--- src/design/tcw_pkg.sv ---
// Text console writer package: shared types and fixed constants.
// No dependencies; imported by the controller and the top level.
package tcw_pkg;

    localparam int DATA_W    = 16;
    localparam int ROW_OUT_W = 5;
    localparam int COL_OUT_W = 7;
    localparam int IDX_W     = 11;

    localparam logic [7:0] BLANK_CHAR   = 8'h20;
    localparam logic [7:0] NEWLINE_CHAR = 8'h0A;
    localparam logic [7:0] RESET_COLOR  = 8'h07;

    typedef enum logic [1:0] {
        OP_WRITE      = 2'd0,
        OP_CLEAR      = 2'd1,
        OP_READ       = 2'd2,
        OP_CLEAR_LINE = 2'd3
    } op_t;

    typedef enum logic [6:0] {
        S_IDLE   = 7'b0000001,
        S_EXEC   = 7'b0000010,
        S_READ   = 7'b0000100,
        S_SCROLL = 7'b0001000,
        S_DRAIN  = 7'b0010000,
        S_FILL   = 7'b0100000,
        S_PUT    = 7'b1000000
    } state_t;

    typedef enum logic [1:0] {
        F_NONE = 2'd0,
        F_DONE = 2'd1,
        F_PUT  = 2'd2
    } follow_t;

    typedef struct packed {
        logic                 valid;
        logic [DATA_W-1:0]    data;
        logic [ROW_OUT_W-1:0] row;
        logic [COL_OUT_W-1:0] col;
    } res_t;

endpackage

--- src/design/tcw_ctrl.sv ---
// Text console controller: cursor, sequencer for write, scroll, fill and read.
// Depends on tcw_pkg; drives the cell RAM ports.
module tcw_ctrl
    import tcw_pkg::*;
#(
    parameter int COLUMNS = 80,
    parameter int ROWS    = 25
) (
    input  logic                                 clk,
    input  logic                                 rst_n,
    input  logic                                 start,
    input  logic [1:0]                           op,
    input  logic [7:0]                           char_code,
    input  logic [IDX_W-1:0]                     cell_index,
    input  logic [7:0]                           text_color,
    output logic                                 busy,
    output logic                                 mem_we,
    output logic [$clog2(ROWS*COLUMNS)-1:0]      mem_waddr,
    output logic [DATA_W-1:0]                    mem_wdata,
    output logic                                 mem_re,
    output logic [$clog2(ROWS*COLUMNS)-1:0]      mem_raddr,
    input  logic [DATA_W-1:0]                    mem_rdata,
    output res_t                                 result
);

    localparam int CELLS  = ROWS * COLUMNS;
    localparam int AW     = $clog2(CELLS);
    localparam int ROW_W  = $clog2(ROWS + 1);
    localparam int COL_W  = $clog2(COLUMNS + 1);
    localparam int BASE_W = $clog2(CELLS + 1);
    localparam int IW     = (IDX_W > BASE_W) ? IDX_W : BASE_W;

    localparam logic [AW-1:0]     LAST_ADDR     = AW'(CELLS - 1);
    localparam logic [AW-1:0]     COPY_FIRST    = AW'(COLUMNS);
    localparam logic [BASE_W-1:0] COL_STEP      = BASE_W'(COLUMNS);
    localparam logic [BASE_W-1:0] COL_SPAN      = BASE_W'(COLUMNS - 1);
    localparam logic [BASE_W-1:0] LAST_ROW_BASE = BASE_W'((ROWS - 1) * COLUMNS);
    localparam logic [ROW_W-1:0]  ROW_LIM       = ROW_W'(ROWS);
    localparam logic [ROW_W-1:0]  ROW_LAST      = ROW_W'(ROWS - 1);
    localparam logic [COL_W-1:0]  COL_LIM       = COL_W'(COLUMNS);
    localparam logic [IW-1:0]     CELL_LIM      = IW'(CELLS);

    state_t              state_reg,    state_next;
    follow_t             follow_reg,   follow_next;
    op_t                 op_reg,       op_next;
    logic [7:0]          ch_reg,       ch_next;
    logic [IDX_W-1:0]    idx_reg,      idx_next;
    logic [ROW_W-1:0]    row_reg,      row_next;
    logic [COL_W-1:0]    col_reg,      col_next;
    logic [BASE_W-1:0]   base_reg,     base_next;
    logic [AW-1:0]       src_reg,      src_next;
    logic [AW-1:0]       dst_reg,      dst_next;
    logic                cp_valid_reg, cp_valid_next;
    logic [AW-1:0]       cp_addr_reg,  cp_addr_next;
    logic [AW-1:0]       fill_addr_reg, fill_addr_next;
    logic [AW-1:0]       fill_end_reg, fill_end_next;
    logic                done_reg,     done_next;
    logic [DATA_W-1:0]   data_reg,     data_next;

    logic                wrap;
    logic                scroll_needed;
    logic [COL_W-1:0]    wrap_col;
    logic [BASE_W-1:0]   base_step;
    logic [BASE_W-1:0]   put_addr;
    logic [BASE_W-1:0]   put_addr_pend;
    logic                idx_ok;
    logic [7:0]          fill_color;

    assign wrap          = (col_reg >= COL_LIM);
    assign wrap_col      = wrap ? '0 : col_reg;
    assign scroll_needed = wrap ? (row_reg >= ROW_LAST) : (row_reg >= ROW_LIM);
    assign base_step     = base_reg + COL_STEP;
    assign put_addr      = wrap ? base_step : (base_reg + BASE_W'(col_reg));
    assign put_addr_pend = base_reg + BASE_W'(col_reg);
    assign idx_ok        = (IW'(idx_reg) < CELL_LIM);
    assign fill_color    = (follow_reg == F_NONE) ? RESET_COLOR : text_color;

    always_comb
    begin
        state_next     = state_reg;
        follow_next    = follow_reg;
        op_next        = op_reg;
        ch_next        = ch_reg;
        idx_next       = idx_reg;
        row_next       = row_reg;
        col_next       = col_reg;
        base_next      = base_reg;
        src_next       = src_reg;
        dst_next       = dst_reg;
        cp_valid_next  = 1'b0;
        cp_addr_next   = cp_addr_reg;
        fill_addr_next = fill_addr_reg;
        fill_end_next  = fill_end_reg;
        done_next      = 1'b0;
        data_next      = data_reg;
        mem_we         = 1'b0;
        mem_waddr      = fill_addr_reg;
        mem_wdata      = {fill_color, BLANK_CHAR};
        mem_re         = 1'b0;
        mem_raddr      = src_reg;

        if (cp_valid_reg)
        begin
            mem_we    = 1'b1;
            mem_waddr = cp_addr_reg;
            mem_wdata = mem_rdata;
        end

        unique case (state_reg)
            S_IDLE:
            begin
                if (start)
                begin
                    op_next    = op_t'(op);
                    ch_next    = char_code;
                    idx_next   = cell_index;
                    state_next = S_EXEC;
                end
            end
            S_EXEC:
            begin
                unique case (op_reg)
                    OP_WRITE:
                    begin
                        if (ch_reg == NEWLINE_CHAR)
                        begin
                            col_next = '0;
                            if (row_reg >= ROW_LIM)
                            begin
                                follow_next = F_DONE;
                                src_next    = COPY_FIRST;
                                dst_next    = '0;
                                state_next  = S_SCROLL;
                            end
                            else
                            begin
                                row_next   = row_reg + 1'b1;
                                base_next  = base_step;
                                data_next  = '0;
                                done_next  = 1'b1;
                                state_next = S_IDLE;
                            end
                        end
                        else if (scroll_needed)
                        begin
                            row_next    = ROW_LAST;
                            base_next   = LAST_ROW_BASE;
                            col_next    = wrap_col;
                            follow_next = F_PUT;
                            src_next    = COPY_FIRST;
                            dst_next    = '0;
                            state_next  = S_SCROLL;
                        end
                        else
                        begin
                            mem_we     = 1'b1;
                            mem_waddr  = AW'(put_addr);
                            mem_wdata  = {text_color, ch_reg};
                            col_next   = wrap_col + 1'b1;
                            if (wrap)
                            begin
                                row_next  = row_reg + 1'b1;
                                base_next = base_step;
                            end
                            data_next  = '0;
                            done_next  = 1'b1;
                            state_next = S_IDLE;
                        end
                    end
                    OP_CLEAR:
                    begin
                        row_next       = '0;
                        col_next       = '0;
                        base_next      = '0;
                        fill_addr_next = '0;
                        fill_end_next  = LAST_ADDR;
                        follow_next    = F_DONE;
                        state_next     = S_FILL;
                    end
                    OP_READ:
                    begin
                        if (idx_ok)
                        begin
                            mem_re     = 1'b1;
                            mem_raddr  = AW'(idx_reg);
                            state_next = S_READ;
                        end
                        else
                        begin
                            data_next  = '0;
                            done_next  = 1'b1;
                            state_next = S_IDLE;
                        end
                    end
                    OP_CLEAR_LINE:
                    begin
                        col_next = '0;
                        if (row_reg < ROW_LIM)
                        begin
                            fill_addr_next = AW'(base_reg);
                            fill_end_next  = AW'(base_reg + COL_SPAN);
                            follow_next    = F_DONE;
                            state_next     = S_FILL;
                        end
                        else
                        begin
                            data_next  = '0;
                            done_next  = 1'b1;
                            state_next = S_IDLE;
                        end
                    end
                    default:
                    begin
                        state_next = S_IDLE;
                    end
                endcase
            end
            S_READ:
            begin
                data_next  = mem_rdata;
                done_next  = 1'b1;
                state_next = S_IDLE;
            end
            S_SCROLL:
            begin
                mem_re        = 1'b1;
                mem_raddr     = src_reg;
                cp_valid_next = 1'b1;
                cp_addr_next  = dst_reg;
                src_next      = src_reg + 1'b1;
                dst_next      = dst_reg + 1'b1;
                if (src_reg == LAST_ADDR)
                begin
                    state_next = S_DRAIN;
                end
            end
            S_DRAIN:
            begin
                fill_addr_next = AW'(LAST_ROW_BASE);
                fill_end_next  = LAST_ADDR;
                state_next     = S_FILL;
            end
            S_FILL:
            begin
                mem_we         = 1'b1;
                mem_waddr      = fill_addr_reg;
                mem_wdata      = {fill_color, BLANK_CHAR};
                fill_addr_next = fill_addr_reg + 1'b1;
                if (fill_addr_reg == fill_end_reg)
                begin
                    unique case (follow_reg)
                        F_PUT:
                        begin
                            state_next = S_PUT;
                        end
                        F_DONE:
                        begin
                            data_next  = '0;
                            done_next  = 1'b1;
                            state_next = S_IDLE;
                        end
                        default:
                        begin
                            state_next = S_IDLE;
                        end
                    endcase
                    follow_next = F_DONE;
                end
            end
            S_PUT:
            begin
                mem_we     = 1'b1;
                mem_waddr  = AW'(put_addr_pend);
                mem_wdata  = {text_color, ch_reg};
                col_next   = col_reg + 1'b1;
                data_next  = '0;
                done_next  = 1'b1;
                state_next = S_IDLE;
            end
            default:
            begin
                state_next = S_IDLE;
            end
        endcase
    end

    always_ff @(posedge clk or negedge rst_n)
    begin
        if (!rst_n)
        begin
            state_reg     <= S_FILL;
            follow_reg    <= F_NONE;
            op_reg        <= OP_WRITE;
            row_reg       <= '0;
            col_reg       <= '0;
            base_reg      <= '0;
            src_reg       <= '0;
            dst_reg       <= '0;
            cp_valid_reg  <= 1'b0;
            cp_addr_reg   <= '0;
            fill_addr_reg <= '0;
            fill_end_reg  <= LAST_ADDR;
            done_reg      <= 1'b0;
        end
        else
        begin
            state_reg     <= state_next;
            follow_reg    <= follow_next;
            op_reg        <= op_next;
            row_reg       <= row_next;
            col_reg       <= col_next;
            base_reg      <= base_next;
            src_reg       <= src_next;
            dst_reg       <= dst_next;
            cp_valid_reg  <= cp_valid_next;
            cp_addr_reg   <= cp_addr_next;
            fill_addr_reg <= fill_addr_next;
            fill_end_reg  <= fill_end_next;
            done_reg      <= done_next;
        end
    end

    always_ff @(posedge clk)
    begin
        ch_reg   <= ch_next;
        idx_reg  <= idx_next;
        data_reg <= data_next;
    end

    assign busy         = (state_reg != S_IDLE);
    assign result.valid = done_reg;
    assign result.data  = data_reg;
    assign result.row   = ROW_OUT_W'(row_reg);
    assign result.col   = COL_OUT_W'(col_reg);

endmodule

--- config.mk ---
export PLATFORM = sky130hd
export DESIGN_NAME = tcw_ctrl
export DESIGN_NICKNAME = d
export VERILOG_FILES = /design/src/design/tcw_pkg.sv /design/src/design/tcw_ctrl.sv
export SDC_FILE = /design/constraint.sdc
export NUM_CORES = 1
export LEC_CHECK = 0
export BUFFER_PORTS_ARGS = -buffer_cell sky130_fd_sc_hd__clkbuf_2
export CAP_MARGIN = 10
export CORE_MARGIN = 8
export CORE_UTILIZATION = 45
export CTS_BUF_LIST = sky130_fd_sc_hd__clkbuf_8
export DETAILED_ROUTE_END_ITERATION = 8
export PLACE_DENSITY = 0.66
export SYNTH_ARGS = -nofsm -noshare
export SYNTH_HDL_FRONTEND = slang
export SYNTH_SLANG_ARGS = --single-unit
--- constraint.sdc ---
create_clock -name clk -period 3.7 [get_ports clk]
set_input_delay 0.74 -clock clk [delete_from_list [all_inputs] [get_ports clk]]
set_output_delay 0.74 -clock clk [all_outputs]
set_load 0.01 [all_outputs]
Word-level counts from Yosys, hierarchy flattened
Index checks and enable logic that the tools add are counted.
{ "op_classes": {"n_eq_ne": 36, "n_reduce_logical": 21, "n_lt_le_gt_ge": 5, "n_addsub": 9, "n_mux": 92} }
{ "op_table": {"columns": ["cell", "n"], "rows": [
  ["$mux 11", 22],
  ["$mux 16", 11],
  ["$pmux 11 s2", 6],
  ["$pmux 16 s3", 2],
  ["$pmux 11 s3", 2],
  ["$pmux 16 s4", 1],
  ["$mux 7", 8],
  ["$pmux 7 s5", 1],
  ["$add 11x1->11 const B", 3],
  ["$pmux 7 s2", 2],
  ["$pmux 7 s4", 1],
  ["$add 11x7->11 const B", 2],
  ["$mux 5", 4],
  ["$ne 4x4->1 const B", 5],
  ["$ne 3x3->1 const B", 6],
  ["$mux 1", 15],
  ["$add 7x1->7 const B", 2],
  ["$add 11x7->11", 1],
  ["$eq 11x11->1", 1],
  ["$eq 11x11->1 const B", 1],
  ["$lt 11x11->1 const B", 1],
  ["$ge 5x5->1 const B", 2],
  ["$mux 2", 5],
  ["$pmux 5 s2", 1],
  ["36 further kinds", 58]
]} }
{ "totals": {"output_inout_bits": 70, "ff_bits": 126} }

Longest topological paths before layout
Gate-level depths: netlist of the first run.
{ "depth": {"depth_word": 7, "mapped_depth": 9, "ltp_nobuf": 7} }

Worst setup path after synthesis of the first run
Ideal clock, no wire load.
{ "synth_path": {"path_type": "register to output", "start": "register row_reg[1]", "end": "output port mem_wdata[0]", "stages_incl_launch_ff": 10, "n_path_buf": 2, "path_slack_ns": 0.746, "arrival_ns": 2.214, "path_cell_list": "dfrtp_1 inv_1 ha_1 or4_4 o21ai_2 a31oi_1 and2_1 clkbuf_1 buf_2 a22o_1"} }
{ "synth_via": {"elab_chain_cells": 6} }
{ "synth_rtl": {"columns": ["element", "line", "source"], "rows": [
  ["start, declared", "tcw_ctrl.sv:48", "logic [ROW_W-1:0] row_reg, row_next;"],
  ["start signal, assigned", "tcw_ctrl.sv:310", "row_reg <= row_next;"],
  ["$ge 5x5->1", "tcw_ctrl.sv:71", "assign scroll_needed = wrap ? (row_reg >= ROW_LAST) : (row_reg >= ROW_LIM);"],
  ["$mux 1 *", "tcw_ctrl.sv:71", null],
  ["$mux 16 *", "tcw_ctrl.sv:144", "else if (scroll_needed)"],
  ["$mux 16 *", "tcw_ctrl.sv:125", "if (ch_reg == NEWLINE_CHAR)"],
  ["$mux 16 *", "tcw_ctrl.sv:122", "unique case (op_reg)"],
  ["$pmux 16 s3 *", "tcw_ctrl.sv:109", "unique case (state_reg)"],
  ["end, declared", "tcw_ctrl.sv:19", "output logic [DATA_W-1:0] mem_wdata,"]
]} }
Every way passes the cells marked *; elsewhere a longest branch is shown, timed or not.

Worst setup path after layout of the first run
{ "layout_path": {"start": "register col_reg[5]", "end": "output port mem_waddr[8]"} }
{ "layout_via": {"elab_chain_cells": 6} }
{ "layout_rtl": {"columns": ["element", "line", "source"], "rows": [
  ["start, declared", "tcw_ctrl.sv:49", "logic [COL_W-1:0] col_reg, col_next;"],
  ["start signal, assigned", "tcw_ctrl.sv:311", "col_reg <= col_next;"],
  ["$add 11x7->11 / $ge 7x7->1 (equally long branches)", "tcw_ctrl.sv:73, tcw_ctrl.sv:74, tcw_ctrl.sv:69", null],
  ["$mux 11 / $mux 1 (equally long branches)", "tcw_ctrl.sv:73, tcw_ctrl.sv:71", null],
  ["$mux 11", "tcw_ctrl.sv:144", null],
  ["$mux 11", "tcw_ctrl.sv:125", null],
  ["$mux 11", "tcw_ctrl.sv:122", null],
  ["$pmux 11 s3 *", "tcw_ctrl.sv:109", null],
  ["end, declared", "tcw_ctrl.sv:18", "output logic [$clog2(ROWS*COLUMNS)-1:0] mem_waddr,"]
]} }
Marked as above.

==> results of run 1 <==
[cells in the final DEF, fill, tap and decap left out, types with 23 or more instances in the layout]
master	n
edfxtp_1	35
clkbuf_2	116
nand3_1	32
buf_4	29
nor2_1	59
dfrtp_1	74
a21oi_1	23
nand2_1	81
o21ai_0	26
inv_1	24
clkbuf_8	23
[final timing paths]
check / startpoint / to / slack (ns) / cells past startpoint
setup / recovery: col_reg[5] / mem_waddr[8] / 0.08 / 7
setup reg to reg: state_reg[5] / state_reg[6] / 0.81 / 7
hold / removal: rst_n / src_reg[10] / 0.28 / 1
hold reg to reg: cp_addr_reg[9] / cp_addr_reg[9] / 0.49 / 2
max in group asynchronous: rst_n / state_reg[5] / 2.62 / 2
min in group clk: cell_index[2] / idx_reg[2] / 0.47 / 1
[power groups by stage]
| stage | Clock, W | Sequential (W) | Combinational (W) |
|---|---|---|---|
| 2_1_floorplan | 0 | 0.00174 | 0.000886 |
| 3_3_place_gp | 0 | 0.00181 | 0.00130 |
| 3_5_place_dp | 0 | 0.00182 | 0.00131 |
| 4_1_cts | 0.00131 | 0.00180 | 0.00132 |
| 5_1_grt | 0.00137 | 0.00183 | 0.00147 |
| 6_report | 0.00128 | 0.00180 | 0.00134 |
[worst max-delay path: stages, from the launching register on]
cell      delay (ns)
dfrtp_1         0.49
ha_1            0.37
a21o_1          0.22
a22o_1          0.26
mux2_2          0.30
a221o_1         0.30
a221o_1         0.35
clkbuf_2        0.14
[layer usage]
metal / part of all wire [%] / global-route usage (%)
met5: 0 / 0
met4: 3.7 / 10.9
met3: 7.9 / 6.16
met2: 46 / 34.9
met1: 42 / 26.0
[per-stage QoR]
step	setup slack, ns	util [%]	setup TNS (ns)
finish	0.0814	54.6	0
global route	-0.00534	54.6	-0.0124
CTS	0.0357	54.0	0
detailed placement	0.387	51.0	0
global placement	0.466	51.0	0
floorplan	0.746	-	0
[kinds of logic after synthesis]
kind of cell	Yosys count	synth area share, %
xor gates and xnor gates	36	4.57
and+or+nand+nor	285	21.1
muxes	24	3.77
DFF	119	45.9
AOI/OAI and AO/OA	170	18.4
adders and majority gates	12	2.18
buffers and inverters	66	4.10
[area by class of cell]
type	count	area [um2]
clock buffers	23	317
clock inverters	9	123
fillers	1369	6850
inverters	23	86.3
multi-input cells	527	3490
flip-flops and latches	119	3170
well taps	188	235
repair buffers	146	818
[what timing repair did]
item / in CTS / in global routing
cloned: 0 / 0
setup endpoints to repair: 14 / 17
buffers inserted: 0 / 6
pin swaps: 0 / 2
resized for setup: 3 / 8
==> impl_metrics.py, run 1 <==
metrics = {
    "die": {
        "rows": 45,
        "die_y_um": 140,
        "io_pins": 118,
        "die-width_um": 140,
        "core-area_um2": 15100,
        "initial_core_util_pct": 45.7,
        "dieArea_um2": 19500,
    },
    "layout": {
        "n_antenna_cell": 0,
        "nets": 894,
        "drive_above_1_share_pct": 27.0,
        "instances_no_fill": 1035,
        "area_delta_synth_final_pct": 19.4,
        "largest_reg_flops": 16,
        "final_area_um2": 8240,
    },
    "synthesis": {
        "syn_nets": 772,
        "synthesis.area_um2": 6900,
        "ys_top_cells_by_area": "dfrtp_1 (28%), edfxtp_1 (15%), nand2_1 (4.4%)",
        "synthArstFlopShare_pct": 70.6,
        "yosys_warnings": 0,
        "synth_edf_count": 35,
        "synth_ff_type": "dfrtp_1",
        "synth_top_area_cell": "dfrtp_1",
        "synth.most_common_cell": "nand2_1",
        "synth_top_cell_area_share_pct": 27.9,
        "postSynthCellCount": 712,
        "synth_seq_cells": 119,
        "avgSynthCellArea_um2": 9.68,
        "synth_cell_types": 81,
        "ys_top_cells_by_count": "nand2_1 (81), dfrtp_1 (77), nor2_1 (61)",
        "seq_area_frac_synth_pct": 45.9,
    },
    "routing": {
        "avgViaCountPerCell": 6.02,
        "drtIter0Drc": 533,
        "vias": 6229,
        "antenna_left": 0,
        "routed_wl_mm": 21.0,
        "drc": 0,
        "firstDrtPassIters": 7,
        "routedWlPerCell_um": 20.3,
    },
    "sta": {
        "drv_slew": 0,
        "worst_pin_slew_ns": 0.753,
        "clock_skew_ns": 0.00933,
        "finalHoldViolations": 0,
        "period_share_pct": 97.8,
        "period_minus_slack_ns": 3.62,
        "setup_viol": 0,
        "whs_ns": 0.281,
        "max_slew_margin_pct": 49.6,
        "fmax_mhz": 276,
    },
    "critical_path": {
        "crit_path_max_fanout": 8,
        "worstSetupPathType": "flop to output port",
        "worstPathArrival_ns": 2.88,
        "cp-start-kind": "flop",
        "required_ns": 2.96,
        "end_kind": "output port",
    },
    "global_route": {
        "track_usage_pct": 21.6,
        "antenna_found_initial": 0,
        "grt_pass1_wl_mm": 33.7,
        "grt_start_max_net_pins": 43,
        "grt_overflow": 0,
        "grt_pass1_vias": 6217,
    },
    "power": {
        "netSwitchingFraction_pct": 34.9,
        "p_seq_share_pct": 40.7,
        "total_leakage_power_nw": 3.65,
        "intPower_w": 0.00288,
        "max-vdd-ir-drop_v": 0.000228,
        "p_comb_share_pct": 30.3,
        "p_sw_w": 0.00155,
        "finalPower_w": 0.00443,
        "clkPwrFrac_pct": 29.0,
        "p_per_area_nw_per_um2": 538,
    },
    "placement": {
        "io_buffers": 117,
        "dp.cells": 997,
        "placed_area_um2": 7700,
        "dpl.hpwl_mm": 15.7,
        "globalplace.congestion": 0.951,
    },
    "clocking": {
        "cts_root_buf": "clkbuf_8",
        "clk_latency_ns": 0.44,
        "clockBufferDepth": 2,
        "h-tree-depth": 4,
        "numCtsBuffers": 17,
        "clock-sinks": 119,
        "holdBufCountCts": 0,
        "cts_tree": "done",
        "path_clk_slew_ns": 0.07,
    },
    "status": {
        "status": "finished clean",
    },
    "hold_path": {
        "holdCritPathClass": "input port to asynchronous set/reset pin",
    },
    "run": {
        "maxCapViolCount": 0,
    },
}
Note: power is estimated with default switching activity, not from simulation.
==> inputs of run 2 (changes only) <==
==> constraint.sdc (replaced) <==
create_clock -name clk -period 3.7 [get_ports clk]
set_input_delay 0.74 -clock clk [delete_from_list [all_inputs] [get_ports clk]]
set_output_delay 0.74 -clock clk [all_outputs]
set_load 0.05 [all_outputs]
==> run 2 against run 1 <==
  * Clock power shrank 18%
  * Die area is the same
  * Via count grew 0.56%
  * Maximum frequency grew 0.62%
  * First-iteration DRC count shrank 9.4%
==> impl_metrics.py, run 2 (synthesis gave the netlist of run 1 again) <==
metrics = {
    "hold_path": {
        "holdCritPathClass": "input port to asynchronous set/reset pin",
    },
    "layout": {
        "area_delta_synth_final_pct": 22.0,
        "drive_above_1_share_pct": 27.8,
        "final_common_cell": "clkbuf_2",
        "multi_input_area_um2": 3520,
        "fillCellCount": 1351,
        "final_area_um2": 8410,
        "instances_no_fill": 1034,
        "seqCellArea_um2": 3170,
        "layout_common_cells": "clkbuf_2 (97), nand2_1 (81), dfrtp_1 (73)",
        "nets": 893,
        "largest_reg_flops": 16,
        "n_antenna_cell": 0,
    },
    "critical_path": {
        "worstSetupPathType": "flop to output port",
        "worstPathArrival_ns": 2.86,
        "cp-start-kind": "flop",
        "required_ns": 2.96,
        "crit_path_max_fanout": 14,
        "end_kind": "output port",
        "reg2reg_depth": 7,
    },
    "power": {
        "p_per_area_nw_per_um2": 568,
        "max-vdd-ir-drop_v": 0.000324,
        "total_leakage_power_nw": 3.67,
    },
    "die": {
        "die_y_um": 140,
        "die-width_um": 140,
        "io_pins": 118,
        "dieArea_um2": 19500,
        "rows": 45,
        "core-area_um2": 15100,
        "initial_core_util_pct": 45.7,
    },
    "routing": {
        "drc": 0,
        "routedWlPerCell_um": 20.0,
        "vias": 6264,
        "firstDrtPassIters": 5,
        "routed_wl_mm": 20.7,
        "avgViaCountPerCell": 6.06,
        "antenna_left": 0,
        "drtIter0Drc": 483,
    },
    "clocking": {
        "clk_latency_ns": 0.46,
        "clock-sinks": 119,
        "numCtsBuffers": 17,
        "clockBufferDepth": 2,
        "holdBufCountCts": 0,
        "cts_tree": "done",
        "cts_root_buf": "clkbuf_8",
        "path_clk_slew_ns": 0.07,
        "h-tree-depth": 4,
    },
    "sta": {
        "period_minus_slack_ns": 3.60,
        "tns_ns": 0,
        "period_share_pct": 97.2,
        "drv_slew": 0,
        "setup_viol": 0,
        "max_slew_margin_pct": 26.9,
        "fmax_mhz": 278,
        "finalHoldViolations": 0,
        "clock_skew_ns": 0.0153,
        "worst_pin_slew_ns": 1.10,
        "rsz0062_at_grt": "false",
    },
    "placement": {
        "dp.cells": 998,
        "placed_area_um2": 7940,
        "globalplace.congestion": 0.939,
        "io_buffers": 117,
        "dpl.hpwl_mm": 15.6,
    },
    "run": {
        "maxCapViolCount": 0,
    },
    "global_route": {
        "grt_overflow": 0,
        "antenna_found_initial": 0,
        "grt_start_max_net_pins": 85,
        "grt_pass1_vias": 6100,
        "grt_pass1_wl_mm": 32.6,
        "track_usage_pct": 21.2,
    },
    "status": {
        "status": "finished clean",
    },
}
==> run 2: cell types whose count changed in the layout (fill, tap and decap cells not counted), sizes merged <==
| cell | change |
|---|---|
| clkinvlp | +1 |
| bufinv | -3 |
| buf | +17 |
| clkbuf | -23 |
| clkinv | +6 |
| inv | +1 |
==> run 2: routing by layer <==
metal	track usage (%)	part of all wire (%)	up-vias
li1	-	-	2887
met4	10.2	2.9	0
met2	33.4	46	290
met5	0	0	-
met1	26.0	43	3046
met3	6.43	8.2	41
==> run 2: worst paths after layout <==
check	startpoint	endpoint	slack (ns)
hold reg to reg	follow_reg[0]	follow_reg[0]	0.50
setup / recovery	row_reg[0]	mem_waddr[3]	0.10
hold / removal	rst_n	col_reg[0]	0.46
max in group asynchronous	rst_n	col_reg[6]	2.43
min in group clk	char_code[7]	ch_reg[7]	0.46
setup reg to reg	state_reg[5]	state_reg[6]	0.91
==> run 2: layout make-up <==
class                           count  area share (%)
Sequential cell                   119            37.6
Inverter                           23            1.03
Clock inverter                     14            1.22
Timing Repair Buffer              145            12.6
Tap cell                          188            2.80
Clock buffer                       18            2.94
Multi-Input combinational cell    527            41.8
==> run 2: what timing repair did <==
item	in CTS	in global routing
resized for setup	11	12
pin swaps	2	1
buffers inserted	2	2
setup endpoints to repair	31	20
==> run 2: worst max-delay path: stages, from the launching register on <==
cell and delay (ns):
dfrtp_2 0.46, ha_1 0.23, or4_4 0.47, o21ai_2 0.15, a31oi_1 0.15, buf_12 0.17, and2_4 0.22, a221o_1 0.40
buf_12 0.16
==> run 2: power by group <==
group          internal [W]  total (W)  switching, W
Combinational      0.000653    0.00193       0.00128
Sequential          0.00159    0.00179      0.000201
Clock              0.000481    0.00105      0.000570
==> run 2: per-stage QoR <==
stage	utilization, %	hold slack [ns]	total power [W]	setup slack (ns)
floorplan	-	0.438	0.00306	0.189
global placement	52.6	0.474	0.00366	0.394
detailed placement	52.6	0.480	0.00369	0.315
CTS	55.4	0.432	0.00477	0.000753
global route	55.8	0.438	0.00500	0.0205
finish	55.8	0.463	0.00477	0.104
==> inputs of run 3 (changes only) <==
--- a/config.mk
+++ b/config.mk
@@ -9,9 +9,10 @@
 export CAP_MARGIN = 10
 export CORE_MARGIN = 8
 export CORE_UTILIZATION = 45
-export CTS_BUF_LIST = sky130_fd_sc_hd__clkbuf_8
+export CTS_BUF_LIST = sky130_fd_sc_hd__clkbuf_4 sky130_fd_sc_hd__clkbuf_8
 export DETAILED_ROUTE_END_ITERATION = 8
 export PLACE_DENSITY = 0.66
+export REMOVE_ABC_BUFFERS = 1
 export SYNTH_ARGS = -nofsm -noshare
 export SYNTH_HDL_FRONTEND = slang
 export SYNTH_SLANG_ARGS = --single-unit
==> run 3 against run 2 <==
  * Clock skew decreased by 0.0044 ns
  * Wire length decreased by 0.64%
  * Sequential share of layout area decreased by 0.14 points
==> impl_metrics.py, run 3 (synthesis gave the netlist of run 1 again) <==
metrics = {
    "global_route": {
        "grt_start_max_net_pins": 61,
        "grt_pass1_vias": 6005,
        "antenna_found_initial": 0,
        "grt_pass1_wl_mm": 32.9,
        "grt_overflow": 0,
        "track_usage_pct": 21.1,
    },
    "critical_path": {
        "required_ns": 2.96,
        "worstSetupPathType": "flop to output port",
        "reg2reg_depth": 6,
        "end_kind": "output port",
        "startpoint": "col_reg[6]",
        "crit_slowest_cell": "dfrtp_1",
        "r2r-start": "row_reg[0]",
        "cp-start-kind": "flop",
        "endpoint": "mem_waddr[8]",
        "cp.buffers_inverters": 1,
        "critPathTopFamily": "compound AO/OA/AOI/OAI gates",
        "r2r_end": "data_reg[11]",
        "crit_top_cell": "a221o_1",
        "path_cells": "ha_1, and2_1, a22o_2, mux2_2, a221o_1, a221o_1, buf_4",
        "crit_path_max_fanout": 8,
        "cp.depth": 7,
        "slowest_delay_ns": 0.49,
        "worstPathArrival_ns": 2.89,
        "r2r_slack_ns": 0.74,
    },
    "placement": {
        "post-place-ws_ns": 0.356,
        "dpl.hpwl_mm": 15.3,
        "globalplace.congestion": 0.931,
        "placed_area_um2": 7910,
        "io_buffers": 117,
    },
    "die": {
        "initial_core_util_pct": 45.7,
        "die-width_um": 140,
        "die_y_um": 140,
        "io_pins": 118,
        "rows": 45,
        "core-area_um2": 15100,
        "dieArea_um2": 19500,
    },
    "sta": {
        "drv_slew": 0,
        "fmax_mhz": 276,
        "worst_slack_ns": 0.0745,
        "period_share_pct": 98.0,
        "clock_skew_ns": 0.0109,
        "rsz0062_at_grt": "true",
        "finalHoldViolations": 0,
        "setup_viol": 0,
        "whs_ns": 0.373,
        "max_slew_margin_pct": 44.9,
        "worst_pin_slew_ns": 0.823,
        "period_minus_slack_ns": 3.63,
    },
    "routing": {
        "avgViaCountPerCell": 6.04,
        "drc": 0,
        "routedWlPerCell_um": 19.9,
        "drtIter0Drc": 594,
        "firstDrtPassIters": 6,
        "vias": 6259,
        "routed_wl_mm": 20.6,
        "antenna_left": 0,
    },
    "clocking": {
        "cts_tree": "done",
        "clk_latency_ns": 0.45,
        "numCtsBuffers": 17,
        "clock-sinks": 119,
        "clockBufferDepth": 2,
        "h-tree-depth": 4,
        "path_clk_slew_ns": 0.07,
        "cts_root_buf": "clkbuf_8",
    },
    "power": {
        "total_leakage_power_nw": 3.69,
        "p_per_area_nw_per_um2": 577,
        "max-vdd-ir-drop_v": 0.000321,
    },
    "layout": {
        "nets": 895,
        "final_area_um2": 8450,
        "area_delta_synth_final_pct": 22.6,
        "final_common_cell": "clkbuf_2",
        "drive_above_1_share_pct": 27.8,
        "largest_reg_flops": 16,
        "n_antenna_cell": 0,
        "layout_common_cells": "clkbuf_2 (96), nand2_1 (81), dfrtp_1 (71)",
    },
    "status": {
        "status": "finished clean",
    },
    "run": {
        "maxCapViolCount": 0,
    },
    "hold_path": {
        "holdCritPathClass": "input port to asynchronous set/reset pin",
    },
}
==> run 3: cell count changes in the layout (fill, tap and decap cells not counted), sizes merged <==
cell      change
clkinv        -1
clkinvlp      -1
buf           +2
bufinv        +2
==> run 3: worst reg2reg max path: stages, from the launching register on <==
cell and delay [ns]:
dfrtp_2 0.47, ha_1 0.25, or4_4 0.48, buf_4 0.16, o21ai_0 0.42, a32oi_1 0.22
nand3_1 0.61
==> run 3: how the worst min path moves through the flow <==
stage	slack, ns	end	cells after the start	start
after floorplan	0.44	base_reg[10]	0	rst_n
after global placement	0.46	cp_addr_reg[0]	2	cp_addr_reg[0]
after detailed placement	0.48	cp_addr_reg[0]	2	cp_addr_reg[0]
after CTS	0.38	fill_end_reg[4]	1	rst_n
after global routing	0.41	col_reg[6]	1	rst_n
final	0.37	col_reg[6]	1	rst_n
==> run 3: layout make-up <==
type	count	area [um2]
Tap cell	188	235
Fill cell	1342	6640
Timing Repair Buffer	147	1060
Inverter	23	86.3
Clock buffer	18	241
Sequential cell	119	3170
Clock inverter	14	149
Multi-Input combinational cell	527	3510
==> run 3: power by group <==
| group | switching, W | internal [W] | leakage, nW |
|---|---|---|---|
| sequential | 0.000216 | 0.00159 | 1.41 |
| clock | 0.000573 | 0.000608 | 0.193 |
| combinational | 0.00124 | 0.000641 | 2.09 |
| total | 0.00203 | 0.00284 | 3.69 |
==> run 3: routing by layer <==
metal,up-vias,wire (um),GRT usage (%)
li1,2894,-,-
met1,3055,8860,26.8
met2,278,9960,34.1
met3,32,1360,5.27
met4,0,420,7.31
met5,-,0,0
==> run 3: through the flow <==
| stage | TNS, ns | total power (W) | instances | utilization [%] |
|---|---|---|---|---|
| floorplan | -0.129 | 0.00301 | 669 | - |
| global placement | 0 | 0.00361 | 997 | 52.4 |
| detailed placement | 0 | 0.00365 | 997 | 52.4 |
| CTS | 0 | 0.00484 | 1029 | 55.3 |
| global route | -0.0425 | 0.00511 | 1036 | 56.0 |
| finish | 0 | 0.00487 | 1036 | 56.0 |
==> run 3: repair_timing <==
action,4_1_cts,5_1_grt
endpoints found under the setup margin,29,28
hold buffers,0,0
gates resized for setup,15,17
pin swaps,0,3
setup buffers,0,7
